--- src/sv/wcp_pkg.sv ---
// Shared constants, codes and types for the wave cycle class profiler.
// No dependencies; design files that use it refer to it by scoped names, dv files import it.
package wcp_pkg;

  // Sizing
  localparam int MAX_WAVES  = 64;
  localparam int COUNT_BITS = 48;
  localparam int COST_BITS  = 32;

  localparam int WAVE_AW = (MAX_WAVES > 1) ? $clog2(MAX_WAVES) : 1;

  // Fixed port field widths
  localparam int FUNC_W    = 2;
  localparam int WID_W     = 6;
  localparam int CLASS_W   = 4;
  localparam int COST_IN_W = 32;
  localparam int RES_W     = 48;

  // Wave id widened far enough to compare against MAX_WAVES and index any slot
  localparam int WID_EXT_W = ($clog2(MAX_WAVES + 1) > WID_W) ? $clog2(MAX_WAVES + 1) : WID_W;

  // Slot RAM word: {class, remaining cycles}
  localparam int SLOT_W = CLASS_W + COST_BITS;

  // Counter layout
  localparam int NUM_CLASSES  = 9;
  localparam int NUM_COUNTERS = 11;
  localparam int CNT_TOTAL    = 0;
  localparam int CNT_ISSUED   = 1;
  localparam int CNT_CLASS0   = 2;

  typedef logic [COUNT_BITS-1:0] count_t;

  typedef enum logic [FUNC_W-1:0] {
    FN_ASSIGN   = 2'd0,
    FN_RUNNABLE = 2'd1,
    FN_COMPLETE = 2'd2,
    FN_TICK     = 2'd3
  } func_t;

  typedef enum logic [3:0] {
    ST_IDLE  = 4'b0001,
    ST_WALK  = 4'b0010,
    ST_FLUSH = 4'b0100,
    ST_EMIT  = 4'b1000
  } state_t;

  typedef struct packed {
    logic accept;    // input item taken this cycle
    logic walk;      // issue slot read, advance walk index
    logic load_out;  // capture result into output register
  } dp_cmd_t;

  typedef struct packed {
    logic is_tick;
    logic any_present;
    logic walk_last;
  } dp_status_t;

endpackage

--- src/sv/wcp_req_if.sv ---
// Input channel of the wave cycle class profiler: valid/ready plus item fields.
// Depends on wcp_pkg for field widths.
interface wcp_req_if;
  logic                           valid;
  logic                           ready;
  logic [wcp_pkg::FUNC_W-1:0]     func;
  logic [wcp_pkg::WID_W-1:0]      wave_id;
  logic [wcp_pkg::CLASS_W-1:0]    work_class;
  logic [wcp_pkg::COST_IN_W-1:0]  cost;

  modport source (output valid, func, wave_id, work_class, cost, input ready);
  modport sink   (input valid, func, wave_id, work_class, cost, output ready);
endinterface

--- src/sv/wcp_res_if.sv ---
// Result channel of the wave cycle class profiler: done flag and eleven counters.
// Depends on wcp_pkg for field widths.
interface wcp_res_if;
  logic                       valid;
  logic                       ready;
  logic                       done_res;
  logic [wcp_pkg::RES_W-1:0]  total_cycle_count;
  logic [wcp_pkg::RES_W-1:0]  issued_cycle_count;
  logic [wcp_pkg::RES_W-1:0]  scalar_alu_count;
  logic [wcp_pkg::RES_W-1:0]  vector_alu_count;
  logic [wcp_pkg::RES_W-1:0]  tensor_count;
  logic [wcp_pkg::RES_W-1:0]  shared_mem_count;
  logic [wcp_pkg::RES_W-1:0]  scalar_mem_count;
  logic [wcp_pkg::RES_W-1:0]  global_mem_count;
  logic [wcp_pkg::RES_W-1:0]  private_mem_count;
  logic [wcp_pkg::RES_W-1:0]  barrier_count;
  logic [wcp_pkg::RES_W-1:0]  wait_count;

  modport source (output valid, done_res, total_cycle_count, issued_cycle_count,
                  scalar_alu_count, vector_alu_count, tensor_count, shared_mem_count,
                  scalar_mem_count, global_mem_count, private_mem_count, barrier_count,
                  wait_count, input ready);
  modport sink   (input valid, done_res, total_cycle_count, issued_cycle_count,
                  scalar_alu_count, vector_alu_count, tensor_count, shared_mem_count,
                  scalar_mem_count, global_mem_count, private_mem_count, barrier_count,
                  wait_count, output ready);
endinterface

--- src/sv/wcp_ram.sv ---
// Generic simple dual-port RAM: one write port, one read port, registered read.
// No dependencies.
module wcp_ram #(
  parameter int WIDTH = 8,
  parameter int DEPTH = 16
) (
  input  logic                                     clk,
  input  logic                                     we,
  input  logic [((DEPTH > 1) ? $clog2(DEPTH) : 1)-1:0] waddr,
  input  logic [WIDTH-1:0]                         wdata,
  input  logic [((DEPTH > 1) ? $clog2(DEPTH) : 1)-1:0] raddr,
  output logic [WIDTH-1:0]                         rdata
);
  logic [WIDTH-1:0] mem [DEPTH];

  always_ff @(posedge clk) begin
    if (we) begin
      mem[waddr] <= wdata;
    end
    rdata <= mem[raddr];
  end
endmodule

--- src/sv/wcp_ctrl.sv ---
// Controller of the wave cycle class profiler: one-hot FSM and result valid.
// Depends on wcp_pkg; drives datapath commands, reads datapath status.
module wcp_ctrl (
  input  logic                clk,
  input  logic                rst,
  input  logic                in_valid,
  output logic                in_ready,
  output logic                out_valid,
  input  logic                out_ready,
  input  wcp_pkg::dp_status_t status,
  output wcp_pkg::dp_cmd_t    cmd
);
  wcp_pkg::state_t state, state_next;
  logic accept, load;

  assign in_ready = (state == wcp_pkg::ST_IDLE);
  assign accept   = in_valid && in_ready;
  assign load     = (state == wcp_pkg::ST_EMIT) && (!out_valid || out_ready);

  assign cmd.accept   = accept;
  assign cmd.walk     = (state == wcp_pkg::ST_WALK);
  assign cmd.load_out = load;

  always_comb begin
    state_next = state;
    unique case (state)
      wcp_pkg::ST_IDLE: begin
        if (accept) begin
          state_next = (status.is_tick && status.any_present) ? wcp_pkg::ST_WALK
                                                              : wcp_pkg::ST_EMIT;
        end
      end
      wcp_pkg::ST_WALK: begin
        if (status.walk_last) begin
          state_next = wcp_pkg::ST_FLUSH;
        end
      end
      wcp_pkg::ST_FLUSH: begin
        state_next = wcp_pkg::ST_EMIT;
      end
      wcp_pkg::ST_EMIT: begin
        if (load) begin
          state_next = wcp_pkg::ST_IDLE;
        end
      end
      default: state_next = wcp_pkg::ST_IDLE;
    endcase
  end

  always_ff @(posedge clk) begin
    if (rst) begin
      state     <= wcp_pkg::ST_IDLE;
      out_valid <= 1'b0;
    end else begin
      state <= state_next;
      if (load) begin
        out_valid <= 1'b1;
      end else if (out_ready) begin
        out_valid <= 1'b0;
      end
    end
  end
endmodule

--- src/sv/wcp_datapath.sv ---
// Datapath of the wave cycle class profiler: slot flags, slot RAM, walk pipe,
// profile counters and result register. Depends on wcp_pkg and wcp_ram.
module wcp_datapath (
  input  logic                              clk,
  input  logic                              rst,
  input  wcp_pkg::dp_cmd_t                  cmd,
  output wcp_pkg::dp_status_t               status,
  input  logic [wcp_pkg::FUNC_W-1:0]        func,
  input  logic [wcp_pkg::WID_W-1:0]         wave_id,
  input  logic [wcp_pkg::CLASS_W-1:0]       work_class,
  input  logic [wcp_pkg::COST_IN_W-1:0]     cost,
  output logic                              done_q,
  output wcp_pkg::count_t                   out_cnt [wcp_pkg::NUM_COUNTERS]
);
  logic [wcp_pkg::MAX_WAVES-1:0]  present, active;
  wcp_pkg::count_t                cnt [wcp_pkg::NUM_COUNTERS];
  logic [wcp_pkg::WAVE_AW-1:0]    idx, proc_idx, wid_idx, waddr;
  logic                           proc_valid, proc_hit, wid_ok, assign_hit, we;
  logic [wcp_pkg::WID_EXT_W-1:0]  wid_ext;
  logic [wcp_pkg::COST_BITS-1:0]  cost_in, rd_rem, rem_dec;
  logic [wcp_pkg::CLASS_W-1:0]    rd_class;
  logic [wcp_pkg::SLOT_W-1:0]     rdata, wdata;
  wcp_pkg::func_t                 fn;

  assign fn      = wcp_pkg::func_t'(func);
  assign wid_ext = wcp_pkg::WID_EXT_W'(wave_id);
  assign wid_ok  = wid_ext < wcp_pkg::WID_EXT_W'(wcp_pkg::MAX_WAVES);
  assign wid_idx = wid_ext[wcp_pkg::WAVE_AW-1:0];
  assign cost_in = wcp_pkg::COST_BITS'(cost);

  assign status.is_tick     = (fn == wcp_pkg::FN_TICK);
  assign status.any_present = |present;
  assign status.walk_last   = (idx == wcp_pkg::WAVE_AW'(wcp_pkg::MAX_WAVES - 1));

  // read data belongs to proc_idx (idx delayed by a register)
  assign rd_class = rdata[wcp_pkg::SLOT_W-1 -: wcp_pkg::CLASS_W];
  assign rd_rem   = rdata[wcp_pkg::COST_BITS-1:0];
  assign rem_dec  = rd_rem - wcp_pkg::COST_BITS'(1);
  assign proc_hit = proc_valid && present[proc_idx] && active[proc_idx] && (rd_rem != '0);

  assign assign_hit = cmd.accept && (fn == wcp_pkg::FN_ASSIGN) && wid_ok && (cost_in != '0);
  assign we         = assign_hit || proc_hit;
  assign waddr      = proc_hit ? proc_idx : wid_idx;
  assign wdata      = proc_hit ? {rd_class, rem_dec} : {work_class, cost_in};

  wcp_ram #(
    .WIDTH (wcp_pkg::SLOT_W),
    .DEPTH (wcp_pkg::MAX_WAVES)
  ) u_slot_ram (
    .clk   (clk),
    .we    (we),
    .waddr (waddr),
    .wdata (wdata),
    .raddr (idx),
    .rdata (rdata)
  );

  // walk index and processing stage
  always_ff @(posedge clk) begin
    if (rst) begin
      proc_valid <= 1'b0;
    end else begin
      proc_valid <= cmd.walk;
    end
    proc_idx <= idx;
    if (cmd.accept) begin
      idx <= '0;
    end else if (cmd.walk) begin
      idx <= idx + wcp_pkg::WAVE_AW'(1);
    end
  end

  // slot flags
  always_ff @(posedge clk) begin
    if (rst) begin
      present <= '0;
      active  <= '0;
    end else begin
      if (cmd.accept && wid_ok) begin
        unique case (fn)
          wcp_pkg::FN_ASSIGN: begin
            present[wid_idx] <= 1'b1;
            active[wid_idx]  <= (cost_in != '0);
          end
          wcp_pkg::FN_RUNNABLE: begin
            present[wid_idx] <= 1'b1;
            active[wid_idx]  <= 1'b0;
          end
          wcp_pkg::FN_COMPLETE: begin
            present[wid_idx] <= 1'b0;
            active[wid_idx]  <= 1'b0;
          end
          wcp_pkg::FN_TICK: ;
        endcase
      end
      if (proc_hit && (rem_dec == '0)) begin
        active[proc_idx] <= 1'b0;
      end
    end
  end

  // profile counters
  always_ff @(posedge clk) begin
    if (rst) begin
      for (int k = 0; k < wcp_pkg::NUM_COUNTERS; k++) begin
        cnt[k] <= '0;
      end
    end else begin
      if (cmd.accept && status.is_tick && status.any_present) begin
        cnt[wcp_pkg::CNT_TOTAL] <= cnt[wcp_pkg::CNT_TOTAL] + wcp_pkg::COUNT_BITS'(1);
      end
      if (proc_hit) begin
        cnt[wcp_pkg::CNT_ISSUED] <= cnt[wcp_pkg::CNT_ISSUED] + wcp_pkg::COUNT_BITS'(1);
        for (int k = 0; k < wcp_pkg::NUM_CLASSES; k++) begin
          if (rd_class == wcp_pkg::CLASS_W'(k)) begin
            cnt[wcp_pkg::CNT_CLASS0 + k] <= cnt[wcp_pkg::CNT_CLASS0 + k]
                                            + wcp_pkg::COUNT_BITS'(1);
          end
        end
      end
    end
  end

  // result register
  always_ff @(posedge clk) begin
    if (cmd.load_out) begin
      done_q  <= ~|present;
      out_cnt <= cnt;
    end
  end
endmodule

--- src/sv/wave_cycle_class_profiler_unit.sv ---
// Top level of the wave cycle class profiler: controller plus datapath.
// Depends on wcp_pkg, wcp_req_if, wcp_res_if, wcp_ctrl, wcp_datapath.

// Wave cycle class profiler. Keeps MAX_WAVES wave slots (present/active flags
// in flops, class and remaining cycles in a slot RAM) and eleven wrapping
// profile counters. Every accepted item yields exactly one result: a done flag
// (no slot present) and a snapshot of all counters. Items are taken one at a
// time. Assign, runnable, complete and a tick with no slot present go from
// accept to the emit state. A tick with a slot present walks all MAX_WAVES
// slots, flushes, then emits: the walk reads one slot per cycle through the
// single read port of the slot RAM and writes the decremented count back in
// the cycle after the read. The result sits in an output register; the next
// item is accepted while it waits to be taken, but its own result is held
// until the register is free. No clearing pass after reset.
module wave_cycle_class_profiler_unit (
  input logic        clk,
  input logic        rst,
  wcp_req_if.sink    req,
  wcp_res_if.source  res
);
  wcp_pkg::dp_cmd_t    cmd;
  wcp_pkg::dp_status_t status;
  logic                done_q;
  wcp_pkg::count_t     out_cnt [wcp_pkg::NUM_COUNTERS];

  wcp_ctrl u_ctrl (
    .clk       (clk),
    .rst       (rst),
    .in_valid  (req.valid),
    .in_ready  (req.ready),
    .out_valid (res.valid),
    .out_ready (res.ready),
    .status    (status),
    .cmd       (cmd)
  );

  wcp_datapath u_dp (
    .clk        (clk),
    .rst        (rst),
    .cmd        (cmd),
    .status     (status),
    .func       (req.func),
    .wave_id    (req.wave_id),
    .work_class (req.work_class),
    .cost       (req.cost),
    .done_q     (done_q),
    .out_cnt    (out_cnt)
  );

  // counter order: total, issued, then classes in work_class order
  assign res.done_res           = done_q;
  assign res.total_cycle_count  = wcp_pkg::RES_W'(out_cnt[wcp_pkg::CNT_TOTAL]);
  assign res.issued_cycle_count = wcp_pkg::RES_W'(out_cnt[wcp_pkg::CNT_ISSUED]);
  assign res.scalar_alu_count   = wcp_pkg::RES_W'(out_cnt[wcp_pkg::CNT_CLASS0 + 0]);
  assign res.vector_alu_count   = wcp_pkg::RES_W'(out_cnt[wcp_pkg::CNT_CLASS0 + 1]);
  assign res.tensor_count       = wcp_pkg::RES_W'(out_cnt[wcp_pkg::CNT_CLASS0 + 2]);
  assign res.shared_mem_count   = wcp_pkg::RES_W'(out_cnt[wcp_pkg::CNT_CLASS0 + 3]);
  assign res.scalar_mem_count   = wcp_pkg::RES_W'(out_cnt[wcp_pkg::CNT_CLASS0 + 4]);
  assign res.global_mem_count   = wcp_pkg::RES_W'(out_cnt[wcp_pkg::CNT_CLASS0 + 5]);
  assign res.private_mem_count  = wcp_pkg::RES_W'(out_cnt[wcp_pkg::CNT_CLASS0 + 6]);
  assign res.barrier_count      = wcp_pkg::RES_W'(out_cnt[wcp_pkg::CNT_CLASS0 + 7]);
  assign res.wait_count         = wcp_pkg::RES_W'(out_cnt[wcp_pkg::CNT_CLASS0 + 8]);
endmodule

--- src/flat_wrapper.sv ---
// flat-port wrapper written by rule: the top's interface ports become plain ports
module wave_cycle_class_profiler_unit_flat 
  (clk, rst, req_valid, req_func, req_wave_id, req_work_class, req_cost, req_ready, res_valid, res_done_res, res_total_cycle_count, res_issued_cycle_count, res_scalar_alu_count, res_vector_alu_count, res_tensor_count, res_shared_mem_count, res_scalar_mem_count, res_global_mem_count, res_private_mem_count, res_barrier_count, res_wait_count, res_ready);
  wcp_req_if req_i ();
  wcp_res_if res_i ();
  input logic clk;
  input logic rst;
  input wire logic [$bits(req_i.valid)-1:0] req_valid;
  input wire logic [$bits(req_i.func)-1:0] req_func;
  input wire logic [$bits(req_i.wave_id)-1:0] req_wave_id;
  input wire logic [$bits(req_i.work_class)-1:0] req_work_class;
  input wire logic [$bits(req_i.cost)-1:0] req_cost;
  output wire logic [$bits(req_i.ready)-1:0] req_ready;
  output wire logic [$bits(res_i.valid)-1:0] res_valid;
  output wire logic [$bits(res_i.done_res)-1:0] res_done_res;
  output wire logic [$bits(res_i.total_cycle_count)-1:0] res_total_cycle_count;
  output wire logic [$bits(res_i.issued_cycle_count)-1:0] res_issued_cycle_count;
  output wire logic [$bits(res_i.scalar_alu_count)-1:0] res_scalar_alu_count;
  output wire logic [$bits(res_i.vector_alu_count)-1:0] res_vector_alu_count;
  output wire logic [$bits(res_i.tensor_count)-1:0] res_tensor_count;
  output wire logic [$bits(res_i.shared_mem_count)-1:0] res_shared_mem_count;
  output wire logic [$bits(res_i.scalar_mem_count)-1:0] res_scalar_mem_count;
  output wire logic [$bits(res_i.global_mem_count)-1:0] res_global_mem_count;
  output wire logic [$bits(res_i.private_mem_count)-1:0] res_private_mem_count;
  output wire logic [$bits(res_i.barrier_count)-1:0] res_barrier_count;
  output wire logic [$bits(res_i.wait_count)-1:0] res_wait_count;
  input wire logic [$bits(res_i.ready)-1:0] res_ready;
  assign req_i.valid = req_valid;
  assign req_i.func = req_func;
  assign req_i.wave_id = req_wave_id;
  assign req_i.work_class = req_work_class;
  assign req_i.cost = req_cost;
  assign req_ready = req_i.ready;
  assign res_valid = res_i.valid;
  assign res_done_res = res_i.done_res;
  assign res_total_cycle_count = res_i.total_cycle_count;
  assign res_issued_cycle_count = res_i.issued_cycle_count;
  assign res_scalar_alu_count = res_i.scalar_alu_count;
  assign res_vector_alu_count = res_i.vector_alu_count;
  assign res_tensor_count = res_i.tensor_count;
  assign res_shared_mem_count = res_i.shared_mem_count;
  assign res_scalar_mem_count = res_i.scalar_mem_count;
  assign res_global_mem_count = res_i.global_mem_count;
  assign res_private_mem_count = res_i.private_mem_count;
  assign res_barrier_count = res_i.barrier_count;
  assign res_wait_count = res_i.wait_count;
  assign res_i.ready = res_ready;
  wave_cycle_class_profiler_unit u_core (.clk(clk), .rst(rst), .req(req_i), .res(res_i));
endmodule
--- config.mk ---
export PLATFORM = sky130hd
export DESIGN_NAME = wave_cycle_class_profiler_unit_flat
export DESIGN_NICKNAME = d
export VERILOG_FILES = /design/src/sv/wcp_pkg.sv /design/src/sv/wcp_req_if.sv /design/src/sv/wcp_res_if.sv /design/src/sv/wcp_ram.sv /design/src/sv/wcp_ctrl.sv /design/src/sv/wcp_datapath.sv /design/src/sv/wave_cycle_class_profiler_unit.sv /design/src/flat_wrapper.sv
export SDC_FILE = /design/constraint.sdc
export NUM_CORES = 2
export LEC_CHECK = 0
export ABC_AREA = 1
export BUFFER_PORTS_ARGS = -buffer_cell sky130_fd_sc_hd__buf_2
export CAP_MARGIN = 30
export CORE_MARGIN = 2
export CORE_UTILIZATION = 40
export CTS_CLUSTER_SIZE = 24
export DETAILED_ROUTE_END_ITERATION = 6
export PLACE_DENSITY = 0.6
export SLEW_MARGIN = 20
export SYNTH_ARGS = -nofsm -noshare
export SYNTH_HDL_FRONTEND = slang
export SYNTH_SLANG_ARGS = --single-unit
--- constraint.sdc ---
create_clock -name clk -period 26.8 [get_ports clk]
set_input_delay 4.02 -clock clk [delete_from_list [all_inputs] [get_ports clk]]
set_output_delay 4.02 -clock clk [all_outputs]
set_load 0.03 [all_outputs]
==> reports/results.ini <==
[cells_and_area]
final_core_utilization = 0.4579
area_growth_syn_to_layout_pct = 14.24
design.final.nets = 14196
fillers = 34019
layout_commonest_cell = sky130_fd_sc_hd__edfxtp_1
layout-drive-gt1-share = 0.1022
most-common-layout-cells = sky130_fd_sc_hd__edfxtp_1, sky130_fd_sc_hd__nand2_1, sky130_fd_sc_hd__nor2_1

[global_route]
vias_in_the_first_global_route = 99243
grt_antenna_before_repair = 21
global_route_wire_length_before_repair_mm = 667.2
grt_overflow_total = 0
grt_start_max_net_pins = 212
grt_util_all_layers = 0.2361

[synthesis]
edff_count_synth = 2833
synth.ff_latch_count = 3543
mappedNetlistArea_um2 = 147600
net_count_after_synthesis = 13778
netlist-cell-type-count = 46
yosysSeqAreaShare = 0.6725
syn_area_per_cell_um2 = 10.77
ys.warnings.count = 0
postSynth.topFlopCell = sky130_fd_sc_hd__edfxtp_1
asyncSetResetFlopFracSynth = 0
synth_cells = 13712

[clocking]
cts_resized = 0
clock_insertion_delay_worst_skew_ns = 0.97
cts_tree = built
cts.reportedPaths.clkPinSlew_ns = 0.06
cts_made_buffers = 368
cts_hold_buf = 0
h-tree-depth = 5
clock_tree.buffer_depth = 4
postCtsSetupBuffers = 0
clock_sink_count = 3543
cts_root_buf = sky130_fd_sc_hd__clkbuf_16

[critical_path]
critPathRequiredTime_ns = 27.56
cp_common_cell = sky130_fd_sc_hd__buf_4
crit_family = buffers and inverters
timing.critical_path.cells = buf_8 -> buf_4 -> buf_4 -> buf_4 -> buf_4 -> a21oi_1
crit_slowest_cell = sky130_fd_sc_hd__buf_4
crit_buf_inv = 5
crit_path_start_kind = primary input
setup.worst_path.class = in -> reg
endpoint_kind = flop
worstPathMaxFanout = 104
worstPathArrival_ns = 7.88
slowest_delay_ns = 0.82

[sta]
hold_violation_total_from_the_final_report = 0
post-route-min-period_ns = 7.118
grt_setup_unrepaired = false
final-max-slew-violation-count = 0
setup-tns-final_ns = 0
final.period_utilization = 0.2656
skew_ns = 0.08368
pin_slew_with_the_least_headroom_to_its_limit_ns = 1.197
setup_viol = 0
timing.fmax_ghz = 0.1405
worst_slew_margin_rel = 0.2018

[die]
core_um2 = 368300
io-pin-count = 579
floorplan.die.height_um = 611.5
floorplan.initialDensity = 0.4008
floorplan.die.width_um = 611.5
die_area_um2 = 373900
placement_rows = 223

[pwr]
cellLeakagePower_nw = 54.11
irDropWorstVdd_uv = 55.43
powerDensity_nw_per_um2 = 68.53

[detailed_routing]
detail_route.first_pass.iterations = 7
avgRoutedWirePerCell_um = 23.73
routed_wirelength_mm = 457.6
drtAntennaViolNets = 0
initialDrtViolationCount = 12411
drt-vias-per-instance = 5.561
routed-via-count = 107251
drc_violations_left = 2

[status]
outcome = complete, but fails checks
failed_checks = DRC

[hold_path]
min_path_type = reg -> reg

[placed_design]
dpl.hpwl_mm = 286.9
port_buffers = 578
gp_congestion = 0.9473

[flow_run]
max_cap_viol_count = 0

==> power breakdown <==
group	switching [mW]	internal, mW
clock	2.17	2.93
combinational	0.349	0.0761
sequential	0.0321	5.99
total	2.55	9.00
==> layer usage <==
layer | vias to the layer above | part of all wire | global-route usage
met4 | 8 | 0.043 | 0.09858
met5 | - | 0.000098 | 0
met2 | 4370 | 0.46 | 0.3749
met1 | 52573 | 0.42 | 0.3235
li1 | 49564 | - | -
met3 | 736 | 0.076 | 0.03545
==> flip-flops by register name, indices dropped and copies added, names as in the netlist, named ones only <==
register                      flops
u_core.u_ctrl.out_valid           1
u_core.u_dp.u_slot_ram.rdata     36
u_core.u_dp.u_slot_ram.mem     2304
u_core.u_dp.out_cnt             528
u_core.u_ctrl.state               4
u_core.u_dp.cnt                 528
u_core.u_dp.idx                   6
u_core.u_dp.proc_valid            1
u_core.u_dp.done_q                1
u_core.u_dp.proc_idx              6
u_core.u_dp.active               64
==> final timing paths <==
| kind | startpoint | end | slack, ns | cells past startpoint |
|---|---|---|---|---|
| worst max-delay path | rst | u_core.u_dp.cnt[180]$_SDFFE_PP0P_ | 19.68 | 6 |
| worst min-delay path | u_core.u_dp.cnt[454]$_SDFFE_PP0N_ | u_core.u_dp.out_cnt[454]$_DFFE_PP_ | 0.46 | 0 |
| worst max register to register | u_core.u_dp.proc_idx[2]$_DFF_P_ | u_core.u_dp.u_slot_ram.mem[30][31]$_DFFE_PP_ | 20.19 | 14 |
| worst min register to register | u_core.u_dp.cnt[454]$_SDFFE_PP0N_ | u_core.u_dp.out_cnt[454]$_DFFE_PP_ | 0.46 | 0 |
==> synthesized netlist by cell type, drive strengths merged (2+ instances only) <==
cell type	number	share of area
a211oi	26	0.0013
a21oi	576	0.020
a221oi	4	0.00024
a31oi	17	0.00072
a32o	7	0.00047
and3	8	0.00034
buf	148	0.0053
clkbuf	601	0.015
clkinv	4	0.00010
dfxtp	710	0.096
edfxtp	2833	0.58
ha	18	0.0015
inv	495	0.013
nand2	2304	0.059
nand3	770	0.026
nand4	127	0.0056
nor2	2125	0.054
nor3	262	0.0092
nor3b	14	0.00071
nor4	104	0.0044
o211a	30	0.0020
o211ai	130	0.0066
o21ai	1330	0.045
o21bai	4	0.00020
o221ai	224	0.013
o22ai	347	0.015
o311ai	2	0.00012
xnor2	157	0.0093
xor2	331	0.020
==> through the flow <==
step	setup slack [ns]	power (mW)	cell area, µm²	hold WS, ns	cells
final	19.68	11.56	168600	0.4554	19288
after global routing	19.38	11.87	168600	0.4606	19279
after CTS	19.16	11.64	168400	0.4548	19264
after detailed placement	18.15	6.567	156400	0.4442	18585
after global placement	18.26	6.561	156200	0.4449	18576
after floorplan	8.420	6.407	147600	0.3290	13712
==> cell families after synthesis <==
kind of cell | count (synthesis) | share of synthesized area
AND/OR/NAND/NOR | 5717 | 0.1592
flip-flops | 3543 | 0.6725
AO/OA/AOI/OAI | 2698 | 0.1044
buffers and inverters | 1248 | 0.03333
XOR/XNOR | 488 | 0.02895
adder cells (fa/ha/maj) | 18 | 0.001526
==> area by class of cell <==
| class | count | area (µm²) | share of cell area |
|---|---|---|---|
| sequential | 3543 | 99300 | 0.5888 |
| multi-input combinational | 8921 | 44410 | 0.2633 |
| clock buffer | 485 | 9977 | 0.05916 |
| tap | 4837 | 6052 | 0.03589 |
| timing repair buffer | 797 | 4927 | 0.02922 |
| clock inverter | 194 | 2023 | 0.01200 |
| inverter | 499 | 1927 | 0.01143 |
| antenna | 12 | 30.03 | 0.0001781 |
Power figures use the tool's default switching activity.
